**src/design/ssqc_pkg.sv**
```systemverilog
// ----------------------------------------------------------------------------
// ssqc_pkg
// Shared types and constants of the sample quality checker: register
// indexes, per-channel history entry and the result word.
// ----------------------------------------------------------------------------
package ssqc_pkg;

    // result queue geometry
    localparam int FIFO_DEPTH = 4;
    localparam int FIFO_PTR_W = 2;
    localparam int FIFO_CNT_W = 3;
    localparam logic [FIFO_CNT_W-1:0] FIFO_FULL = FIFO_CNT_W'(FIFO_DEPTH);

    // configuration register indexes
    localparam logic [2:0] REG_MAX_AGE      = 3'd0;
    localparam logic [2:0] REG_QUALITY_MASK = 3'd1;
    localparam logic [2:0] REG_VALUE_MIN    = 3'd2;
    localparam logic [2:0] REG_VALUE_MAX    = 3'd3;
    localparam logic [2:0] REG_SENTINEL     = 3'd4;
    localparam logic [2:0] REG_MAX_GAP      = 3'd5;
    localparam logic [2:0] REG_MAX_RATE     = 3'd6;
    localparam logic [2:0] REG_FROZEN_AFTER = 3'd7;

    typedef struct packed {
        logic [7:0] channel;
        logic       stale;
        logic       quality_reject;
        logic       range_fault;
        logic       sentinel_hit;
        logic       time_backwards;
        logic       samples_missing;
        logic       rate_exceeded;
        logic       frozen_value;
    } result_t;

    typedef struct packed {
        logic signed [31:0] last_value;
        logic [39:0]        last_time;
        logic [39:0]        hold_start;
    } hist_t;

endpackage

```
**src/design/ssqc_result_fifo.sv**
```systemverilog
// ----------------------------------------------------------------------------
// ssqc_result_fifo
// Small result queue between the check pipeline and the output channel.
// The top level never pushes into a full queue.
// ----------------------------------------------------------------------------
module ssqc_result_fifo
(
    input  logic              clk,
    input  logic              rst_n,
    input  logic              push,
    input  ssqc_pkg::result_t push_data,
    input  logic              pop,
    output ssqc_pkg::result_t head,
    output logic              not_empty
);

    ssqc_pkg::result_t                  entry_reg [ssqc_pkg::FIFO_DEPTH];
    logic [ssqc_pkg::FIFO_PTR_W-1:0]    wr_ptr_reg;
    logic [ssqc_pkg::FIFO_PTR_W-1:0]    rd_ptr_reg;
    logic [ssqc_pkg::FIFO_CNT_W-1:0]    count_reg;
    logic [ssqc_pkg::FIFO_CNT_W-1:0]    count_next;

    always_ff @(posedge clk)
    begin
        if (push)
        begin
            entry_reg[wr_ptr_reg] <= push_data;
        end
    end

    always_comb
    begin
        count_next = count_reg;
        unique case ({push, pop})
            2'b10:   count_next = count_reg + 1'b1;
            2'b01:   count_next = count_reg - 1'b1;
            default: count_next = count_reg;
        endcase
    end

    always_ff @(posedge clk or negedge rst_n)
    begin
        if (!rst_n)
        begin
            wr_ptr_reg <= '0;
            rd_ptr_reg <= '0;
            count_reg  <= '0;
        end
        else
        begin
            if (push)
            begin
                wr_ptr_reg <= wr_ptr_reg + 1'b1;
            end
            if (pop)
            begin
                rd_ptr_reg <= rd_ptr_reg + 1'b1;
            end
            count_reg <= count_next;
        end
    end

    assign head      = entry_reg[rd_ptr_reg];
    assign not_empty = (count_reg != '0);

endmodule

```
**config.mk**
```make
export PLATFORM = sky130hd
export DESIGN_NAME = ssqc_result_fifo
export DESIGN_NICKNAME = d
export VERILOG_FILES = /design/src/design/ssqc_pkg.sv /design/src/design/ssqc_result_fifo.sv
export SDC_FILE = /design/constraint.sdc
export NUM_CORES = 1
export LEC_CHECK = 0
export BUFFER_PORTS_ARGS = -buffer_cell sky130_fd_sc_hd__clkbuf_2
export CAP_MARGIN = 5
export CORE_MARGIN = 5
export CORE_UTILIZATION = 55
export DETAILED_ROUTE_END_ITERATION = 16
export HOLD_SLACK_MARGIN = 0.15
export PLACE_DENSITY_LB_ADDON = 0.12
export SLEW_MARGIN = 15
export SYNTH_ARGS = -nofsm -noshare
export SYNTH_HDL_FRONTEND = slang
export SYNTH_SLANG_ARGS = --single-unit
```
**constraint.sdc**
```tcl
create_clock -name clk -period 2.47 [get_ports clk]
set_input_delay 0 -clock clk [delete_from_list [all_inputs] [get_ports clk]]
set_output_delay 0 -clock clk [all_outputs]
set_load 0.1 [all_outputs]
```
=== Word level (Yosys, flattened, before mapping) ===
Memories as Yosys holds them, arrays and structs flattened.
Index checks and enable logic that the tools add are counted.

* Register bits after elaboration: 7
* Bits in writable memories: 64
* Input port bits: 20
* Output and inout port bits: 17
* Word-level logic and storage cells: 15
* Memories kept: 1

* $add $sub $neg: 4
* Eq/ne operators: 2
* Muxes and demuxes: 3
* Reductions and logical operators: 2

{| class="wikitable"
|+ Memory list
! memory !! depth !! bits a word !! rd ports !! clocked after Yosys merged registers in !! wr ports !! RTL line !! text
|-
| entry_reg || 4 || 16 || 1 || 0 || 1 || ssqc_result_fifo.sv:17 || <nowiki>ssqc_pkg::result_t entry_reg [ssqc_pkg::FIFO_DEPTH];</nowiki>
|}

{| class="wikitable"
|+ Operator list
! kind !! number
|-
| $pmux W3 S2 || 1
|-
| $add A2 B1 Y2 const B || 2
|-
| $add A3 B1 Y3 const B || 1
|-
| $reduce_bool A3 Y1 || 1
|-
| $sub A3 B1 Y3 const B || 1
|-
| $eq A2 B1 Y1 const B || 1
|-
| $eq A2 B2 Y1 const B || 1
|-
| $mux W1 || 2
|-
| $reduce_bool A2 Y1 || 1
|}

=== Logic depth before layout (Yosys ltp) ===
Gate-level depths: netlist of the first run.

* Word-level depth: 2
* Gate-level depth with buffers: 7

=== Worst setup path after synthesis of the first run ===
Ideal clock, no wire load.

* Path type: register -> output
* Start point: register rd_ptr_reg[1] in the netlist's numbering
* End point: output head[6] in the netlist's numbering
* Data arrival time: 1.511 ns
* Slack: 0.959 ns
* Stages on the path, launching flop included: 4
* Path buffers: 2
* Cells stage by stage: dfrtp_1 > buf_2 > buf_2 > mux4_1

{| class="wikitable"
|+ RTL lines
! element !! RTL line !! text
|-
| start, declared || ssqc_result_fifo.sv:19 || <nowiki>logic [ssqc_pkg::FIFO_PTR_W-1:0] rd_ptr_reg;</nowiki>
|-
| start signal, assigned || ssqc_result_fifo.sv:57 || <nowiki>rd_ptr_reg <= rd_ptr_reg + 1'b1;</nowiki>
|-
| end, declared || ssqc_result_fifo.sv:13 || <nowiki>output ssqc_pkg::result_t head,</nowiki>
|}

==> out/results.env, run 1 <==
WIRE_LENGTH_REPORTED_BY_THE_DETAILED_ROUTER_UM=4600
HOLD_DEPTH=2
START_KIND='flop'
FLOORPLAN.DIE.WIDTH_UM=80.6
LARGEST_REG_FLOPS=64
GP_CONGESTION=0.641
CRIT_PATH_CELL_TRACE='mux4_2 > clkbuf_2'
M1WIRELENGTH_UM=1870
WL_PER_CELL_UM=17.8
DRV.MAX_CAP_VIOLATION_COUNT=0
TOP_LAYER_USED='met4'
DR_WL_MET2_UM=2460
FF2FF_PATH_DEPTH=3
GLOBALROUTETOTALUTIL_PCT=16.6
WORST_SLEW_PIN_SLEW_PS=885
CELL_AREA_SYNTH_MM2=0.00274
SYNTH.TOP_CELL.AREA_SHARE_PCT=70.0
POST_SYNTH_INST_COUNT=119
END_KIND='primary output'
FP.DIEAREA_MM2=0.00650
CRITICAL_PATH.REG2REG.ENDPOINT='entry_reg[2][14]$_DFFE_PP_'
GRT_START_MAX_NET_PINS=18
WORST-PATH-BUF-INV=1
YOSYSWARNINGCOUNT=0
SYNTH-SEQ-CELLS=71
WORSTREG2REGSTART='wr_ptr_reg[0]$_DFFE_PN0P_'
CLOCKBUFFERDEPTH=2
CRITPATHTOPFAMILY='flip-flops'
YOSYS.AREA.TOP_TYPE='sky130_fd_sc_hd__edfxtp_1'
SLEW-LIMIT-HEADROOM_PCT=41.0
SYNTH.DISTINCT_CELLS=18
NUMBER_OF_ANTENNA_VIOLATIONS_AT_THE_FIRST_CHECK_IN_GLOBAL_ROUTING=0
FINAL.PERIOD_UTILIZATION_PCT=81.1
RSZ0062_AT_GRT='false'
SYNTHESIS.AREA_PER_INSTANCE_UM2=23.1
DIE-HEIGHT_UM=80.6
FINALCRITICALPERIOD_PS=2000
TIMING.FINAL.SETUP_VIOLATIONS=0
FINAL_ANTENNA_NET_COUNT=0
LAYOUT-AREA-OVERHEAD-VS-SYNTH_PCT=23.3
DR_WL_MET3_UM=199
TIMING_WORST_SETUP_PATH_TYPE='flop to primary output'
WORST_REG_TO_REG_SETUP_SLACK_PS=710
CTS_NUM_SINKS=71
WORSTHOLDPATHTYPE='input pin to flop'
FINAL_LAYOUT_SIZE_SUFFIX_GT1_SHARE_PCT=32.3
CORE_AREA_MM2=0.00479
POST_CTS_RESIZE_COUNT=0
PLACEMENT.IO_BUFFERS=36
FINAL_NET_COUNT=213
NUM_VIAS=1330
VIA_PER_INST=5.14
HOLD-PATH-ENDPOINT='entry_reg[0][7]$_DFFE_PP_'
DRC=0
HTREE_LEVELS=3
POSTSYNTHNETCOUNT=145
PIN_COUNT=37
GRT_OVERFLOW_TOTAL=0
DRTPASS1ITERATIONS=4
OUTCOME='finished, final reports clean'
WORST-ENDPOINT-ARRIVAL_PS=2000
HOLD_PATH.STARTPOINT='push_data[7]'
DRT_ITER0_MARKERS=72
INITIAL_UTILIZATION_PCT=57.3
CRIT_PATH_TOP_DELAY_CELL='sky130_fd_sc_hd__dfrtp_1'
HIGHEST_CLOCK_RATE_MHz=499
PATH_CLK_SLEW_PS=70
TIMING.CRITICAL_PATH.SLOWEST_CELL_DELAY_PS=830
CLOCK-SKEW-FINAL_PS=3.46
ROW_COUNT=25
NETLIST_TOP_CELLS_AREA='sky130_fd_sc_hd__edfxtp_1 70%, sky130_fd_sc_hd__mux4_1 7.7%, sky130_fd_sc_hd__mux4_2 6.6%'
CRITICAL_PATH_PEAK_FANOUT=17
CLKLATENCYLATEPIN_PS=330
HOLD_VIOL=0
ANTENNA_CELLS_INSERTED=0
YOSYSSEQAREASHARE_PCT=76.4
CTS_TREE='yes'
FINALMAXSLEWVIOLATIONS=0
SETUP-TNS-FINAL_PS=0
CTS-ROOT-BUF='sky130_fd_sc_hd__clkbuf_8'
DETAILED_PLACE_HPWL_UM=3020
FIRST_PASS_GRT_WIRE_LENGTH_UM=7460
CRITICAL_PATH_REQUIRED_PS=2470
HOLD_BUFFERS=20
CTS_SETUP_BUFFERS=0
NUMBER_OF_GLOBAL_ROUTE_VIAS_BEFORE_REPAIR=1430
CTS_INSERTED_BUFFERS=9
[layout by cell type (no fill, tap or decap)]
cell,instances
sky130_fd_sc_hd__edfxtp_1,64
sky130_fd_sc_hd__clkbuf_2,36
sky130_fd_sc_hd__dlygate4sd3_1,20
sky130_fd_sc_hd__clkbuf_8,9
sky130_fd_sc_hd__mux4_2,8
sky130_fd_sc_hd__mux4_1,8
sky130_fd_sc_hd__dfrtp_1,7
sky130_fd_sc_hd__inv_1,6
sky130_fd_sc_hd__ha_1,5
sky130_fd_sc_hd__buf_4,5
sky130_fd_sc_hd__and2_1,4
sky130_fd_sc_hd__xor2_1,4
sky130_fd_sc_hd__clkinv_2,3
sky130_fd_sc_hd__xnor2_1,2
sky130_fd_sc_hd__nand2_1,2
sky130_fd_sc_hd__clkbuf_1,2
sky130_fd_sc_hd__or3_1,1
sky130_fd_sc_hd__mux2i_1,1
sky130_fd_sc_hd__o21ai_0,1
sky130_fd_sc_hd__nor2_1,1
sky130_fd_sc_hd__fa_1,1
sky130_fd_sc_hd__bufinv_16,1
sky130_fd_sc_hd__clkinv_1,1
[cell families after synthesis]
logic type                 after synthesis  share of synthesized area [%]
buffers and inverters                   10                           2.33
and+or+nand+nor                          8                           1.55
muxes                                   17                           14.6
xor gates and xnor gates                 6                           1.92
DFF                                     71                           76.4
adders and majority gates                6                           3.01
AOI/OAI and AO/OA                        1                          0.182
[metrics by stage]
| stage | utilization (%) | std cells | instance area, um^2 | hold WS, ps | setup slack (ps) |
|---|---|---|---|---|---|
| finish | 70.7 | 259 | 3380 | 423 | 467 |
| global route | 70.7 | 259 | 3380 | 412 | 355 |
| CTS | 70.7 | 259 | 3380 | 410 | 425 |
| detailed placement | 62.8 | 223 | 3000 | -156 | 662 |
| global placement | 62.8 | 223 | 3000 | -159 | 766 |
| floorplan | - | 119 | 2740 | -296 | 959 |
[Yosys cell counts]
| cell type | number |
|---|---|
| sky130_fd_sc_hd__buf_2 | 2 |
| sky130_fd_sc_hd__xor2_1 | 4 |
| sky130_fd_sc_hd__nor2_1 | 1 |
| sky130_fd_sc_hd__or3_1 | 1 |
| sky130_fd_sc_hd__xnor2_1 | 2 |
| sky130_fd_sc_hd__mux4_1 | 8 |
| sky130_fd_sc_hd__buf_6 | 1 |
| sky130_fd_sc_hd__mux2i_1 | 1 |
| sky130_fd_sc_hd__ha_1 | 5 |
| sky130_fd_sc_hd__fa_1 | 1 |
| sky130_fd_sc_hd__nand2_1 | 2 |
| sky130_fd_sc_hd__mux4_2 | 8 |
| sky130_fd_sc_hd__buf_12 | 1 |
| sky130_fd_sc_hd__inv_1 | 6 |
| sky130_fd_sc_hd__and2_1 | 4 |
| sky130_fd_sc_hd__dfrtp_1 | 7 |
| sky130_fd_sc_hd__edfxtp_1 | 64 |
| sky130_fd_sc_hd__o21ai_0 | 1 |
[final cells by class]
type,count,area [um^2]
Clock buffer,11,131
Clock inverter,5,48.8
Fill cell,309,1400
Inverter,6,22.5
Multi-Input combinational cell,38,583
Sequential cell,71,2100
Tap cell,67,83.8
Timing Repair Buffer,61,418
[worst max path at each step]
stage | start | to | slack, ps | cells past startpoint
floorplan | rd_ptr_reg[1]$_DFFE_PN0P_ | head[6] | 960 | 3
global placement | wr_ptr_reg[0]$_DFFE_PN0P_ | entry_reg[2][8]$_DFFE_PP_ | 770 | 3
detailed placement | wr_ptr_reg[0]$_DFFE_PN0P_ | entry_reg[2][9]$_DFFE_PP_ | 660 | 3
CTS | rd_ptr_reg[1]$_DFFE_PN0P_ | head[12] | 430 | 2
global route | rd_ptr_reg[1]$_DFFE_PN0P_ | head[12] | 350 | 2
finish | rd_ptr_reg[1]$_DFFE_PN0P_ | head[12] | 470 | 2
[per-layer routing]
layer  vias to the layer above  global-route usage, %
met2                        38                   27.7
met1                       667                   20.2
met5                         -                      0
li1                        617                      -
met4                         0                   8.11
met3                         8                   4.04
Power of run 1 is not shown: default switching activity piles up to over one toggle a cycle in this logic, so the estimate is an artifact.
==> inputs of run 2 (changes only) <==
Settings changed: ABC_AREA set to 1.
Clock period 2.47 ns to 2.1 ns, I/O delays scaled along.
==> out/results.env, run 2 <==
OUTCOME='finished, final reports clean'  # unchanged
PATH_CLK_SLEW_PS=70  # about the same
RSZ0062_AT_GRT='false'  # unchanged
FINAL.PERIOD_UTILIZATION_PCT=88.9
CTS_TREE='yes'  # unchanged
FP.DIEAREA_MM2=0.00750  # was 0.00650 mm^2
FILLER_CELL_COUNT=469  # was 309
YOSYSWARNINGCOUNT=0  # unchanged
FINAL_COMMON_CELL='sky130_fd_sc_hd__edfxtp_1'  # unchanged
WIRE_LENGTH_REPORTED_BY_THE_DETAILED_ROUTER_UM=5240  # was 4600 um
FINAL_NET_COUNT=323  # was 213
HOLD_BUFFERS=20  # unchanged
YOSYS.AREA.TOP_TYPE='sky130_fd_sc_hd__edfxtp_1'  # unchanged
CTS_SETUP_BUFFERS=0  # unchanged
SLEW-LIMIT-HEADROOM_PCT=63.4  # was 41.0%
WORST_SLEW_PIN_SLEW_PS=551  # was 885 ps
LAYOUT_COMMON_CELLS='64 x sky130_fd_sc_hd__edfxtp_1, 41 x sky130_fd_sc_hd__inv_1, 35 x sky130_fd_sc_hd__clkbuf_2'  # was 64 x sky130_fd_sc_hd__edfxtp_1, 36 x sky130_fd_sc_hd__clkbuf_2, 20 x sky130_fd_sc_hd__dlygate4sd3_1
ROW_COUNT=28  # was 25
PLACED_CELL_AREA_MM2=0.00346  # was 0.00300 mm^2
VIA_PER_INST=4.78  # was 5.14
GP_CONGESTION=0.726  # was 0.641
POSTSYNTHNETCOUNT=260  # was 145
FINAL_LAYOUT_SIZE_SUFFIX_GT1_SHARE_PCT=38.4  # was 32.3%
YS_TOP_CELLS_BY_COUNT='64 x sky130_fd_sc_hd__edfxtp_1, 41 x sky130_fd_sc_hd__inv_1, 29 x sky130_fd_sc_hd__nand2_2, 28 x sky130_fd_sc_hd__nand2_1, 23 x sky130_fd_sc_hd__o211ai_2'  # was 64 x sky130_fd_sc_hd__edfxtp_1, 8 x sky130_fd_sc_hd__mux4_1, 8 x sky130_fd_sc_hd__mux4_2, 7 x sky130_fd_sc_hd__dfrtp_1, 6 x sky130_fd_sc_hd__inv_1
SYNTH-SEQ-CELLS=71  # unchanged
DRT_ITER0_MARKERS=95  # was 72
ANTENNA_CELLS_INSERTED=0  # unchanged
HOLDWS_PS=419  # was 423 ps
TIMING_WORST_SETUP_PATH_TYPE='flop to primary output'  # unchanged
INITIAL_UTILIZATION_PCT=55.5  # was 57.3%
HOLD_VIOL=0  # unchanged
DRV.MAX_CAP_VIOLATION_COUNT=0  # unchanged
DRC=0  # unchanged
GLOBALROUTETOTALUTIL_PCT=15.8  # was 16.6%
CTS-ROOT-BUF='sky130_fd_sc_hd__clkbuf_8'  # unchanged
POST_CTS_RESIZE_COUNT=0  # unchanged
GRT_OVERFLOW_TOTAL=0  # unchanged
WORST-ENDPOINT-ARRIVAL_PS=1870  # was 2000 ps
CLOCKBUFFERDEPTH=2  # unchanged
CORE_AREA_MM2=0.00582  # was 0.00479 mm^2
SYNTH.DISTINCT_CELLS=24  # was 18
NUMBER_OF_GLOBAL_ROUTE_VIAS_BEFORE_REPAIR=1778  # was 1,430
CTS_INSERTED_BUFFERS=9  # unchanged
CRITICAL_PATH_REQUIRED_PS=2100  # was 2470 ps
YS.FLOP_TYPE='sky130_fd_sc_hd__edfxtp_1'  # unchanged
SETUP-TNS-FINAL_PS=0  # unchanged
CLKLATENCYLATEPIN_PS=330  # about the same
PLACEMENT.IO_BUFFERS=36  # unchanged
MULTIINPUTGATEAREA_UM2=816  # was 583 um^2
FLOORPLAN.DIE.WIDTH_UM=86.6  # was 80.6 um
POST_SYNTH_INST_COUNT=234  # was 119
HIGHEST_CLOCK_RATE_MHz=536
CRITICAL_PATH_PEAK_FANOUT=17  # unchanged
PIN_COUNT=37  # unchanged
SYNTH.TOP_CELL.AREA_SHARE_PCT=59.5  # was 70.0%
CELL_AREA_SYNTH_MM2=0.00323  # was 0.00274 mm^2
FINAL_ANTENNA_NET_COUNT=0  # unchanged
FINALCRITICALPERIOD_PS=1870
CTS_NUM_SINKS=71  # unchanged
START_KIND='flop'  # unchanged
YOSYSSEQAREASHARE_PCT=64.9  # was 76.4%
SYNTH-EDFF-COUNT=64  # unchanged
LAYOUT-AREA-OVERHEAD-VS-SYNTH_PCT=18.9  # was 23.3%
FINALMAXSLEWVIOLATIONS=0  # unchanged
GRT_START_MAX_NET_PINS=38  # was 18
END_KIND='primary output'  # unchanged
DRTPASS1ITERATIONS=4  # unchanged
DIE-HEIGHT_UM=86.6  # was 80.6 um
YS_ASYNC_SR_FRACTION_PCT=9.86  # unchanged
YOSYS.CELL_COUNT.TOP_TYPE='sky130_fd_sc_hd__edfxtp_1'  # unchanged
NUMBER_OF_ANTENNA_VIOLATIONS_AT_THE_FIRST_CHECK_IN_GLOBAL_ROUTING=0  # unchanged
NUM_VIAS=1802  # was 1,330
TIMING.FINAL.SETUP_VIOLATIONS=0  # unchanged
FINAL_DESIGN_AREA_NO_FILL_MM2=0.00384  # was 0.00338 mm^2
SYNTHESIS.AREA_PER_INSTANCE_UM2=13.8  # was 23.1 um^2
CLOCK-SKEW-FINAL_PS=8.02  # was 3.46 ps
LARGEST_REG_FLOPS=64  # unchanged
HTREE_LEVELS=3  # unchanged
DETAILED_PLACE_HPWL_UM=3420  # was 3020 um
AREA.SEQUENTIAL_MM2=0.00210  # about the same
WORSTHOLDPATHTYPE='input pin to flop'  # unchanged
WL_PER_CELL_UM=13.9  # was 17.8 um
NETLIST_TOP_CELLS_AREA='sky130_fd_sc_hd__edfxtp_1 60%, sky130_fd_sc_hd__o211ai_2 8.9%, sky130_fd_sc_hd__nand2_2 5.6%'  # was sky130_fd_sc_hd__edfxtp_1 70%, sky130_fd_sc_hd__mux4_1 7.7%, sky130_fd_sc_hd__mux4_2 6.6%
FIRST_PASS_GRT_WIRE_LENGTH_UM=8760  # was 7460 um
run 2: changes by cell type after synthesis, sizes merged, moves of 2 or more:
cell | before | now
mux4 | 16 | 0
inv | 6 | 43
o211ai | 0 | 32
nand3 | 0 | 2
clkinv | 0 | 3
buf | 4 | 11
nand2 | 2 | 59
and2 | 4 | 0
run 2: cells by family after synthesis:
logic type / count (synthesis) / share of synthesized area, %
compound gates: 34 / 11.3
xor+xnor: 4 / 1.32
fa+ha+maj: 6 / 2.56
buf+inv: 57 / 9.80
flops: 71 / 64.9
simple gates: 62 / 10.1
run 2: metal layers:
| metal | global-route usage [%] | wire length [um] |
|---|---|---|
| met5 | 0 | 0 |
| met4 | 6.80 | 97 |
| met3 | 4.28 | 228 |
| met2 | 23.9 | 2540 |
| met1 | 21.4 | 2370 |
run 2: worst paths after layout:
path / slack, ps / startpoint / cells past startpoint / endpoint
min in group asynchronous: 610 / rst_n / 3 / wr_ptr_reg[0]$_DFFE_PN0P_
max: 230 / rd_ptr_reg[1]$_DFFE_PN0P_ / 4 / head[6]
min: 420 / push_data[3] / 2 / entry_reg[3][3]$_DFFE_PP_
max in group asynchronous: 1230 / rst_n / 3 / rd_ptr_reg[0]$_DFFE_PN0P_
min reg2reg: 470 / count_reg[2]$_DFFE_PN0P_ / 2 / count_reg[2]$_DFFE_PN0P_
max reg2reg: 610 / wr_ptr_reg[1]$_DFFE_PN0P_ / 5 / entry_reg[1][7]$_DFFE_PP_
run 2: final cells by class:
class                           instances  area share [%]
Multi-Input combinational cell        106            21.2
Tap cell                               75            2.44
Sequential cell                        71            54.6
Timing Repair Buffer                   63            12.3
Clock buffer                           10            3.32
Clock inverter                          6            1.34
Inverter                               46            4.69
run 2: critical path: stages (launching register included):
cell and delay [ps]:
sky130_fd_sc_hd__dfrtp_1 620, sky130_fd_sc_hd__clkinv_4 320, sky130_fd_sc_hd__o211ai_2 160, sky130_fd_sc_hd__nand2_2 70, sky130_fd_sc_hd__clkbuf_2 370
run 2: stage by stage:
step	instances	setup slack (ps)	util [%]
after floorplan	234	645	-
after global placement	341	598	59.5
after detailed placement	341	564	59.5
after CTS	377	190	66.0
after global routing	377	118	66.0
final	377	233	66.0
Power of run 2 is left out for the same reason.
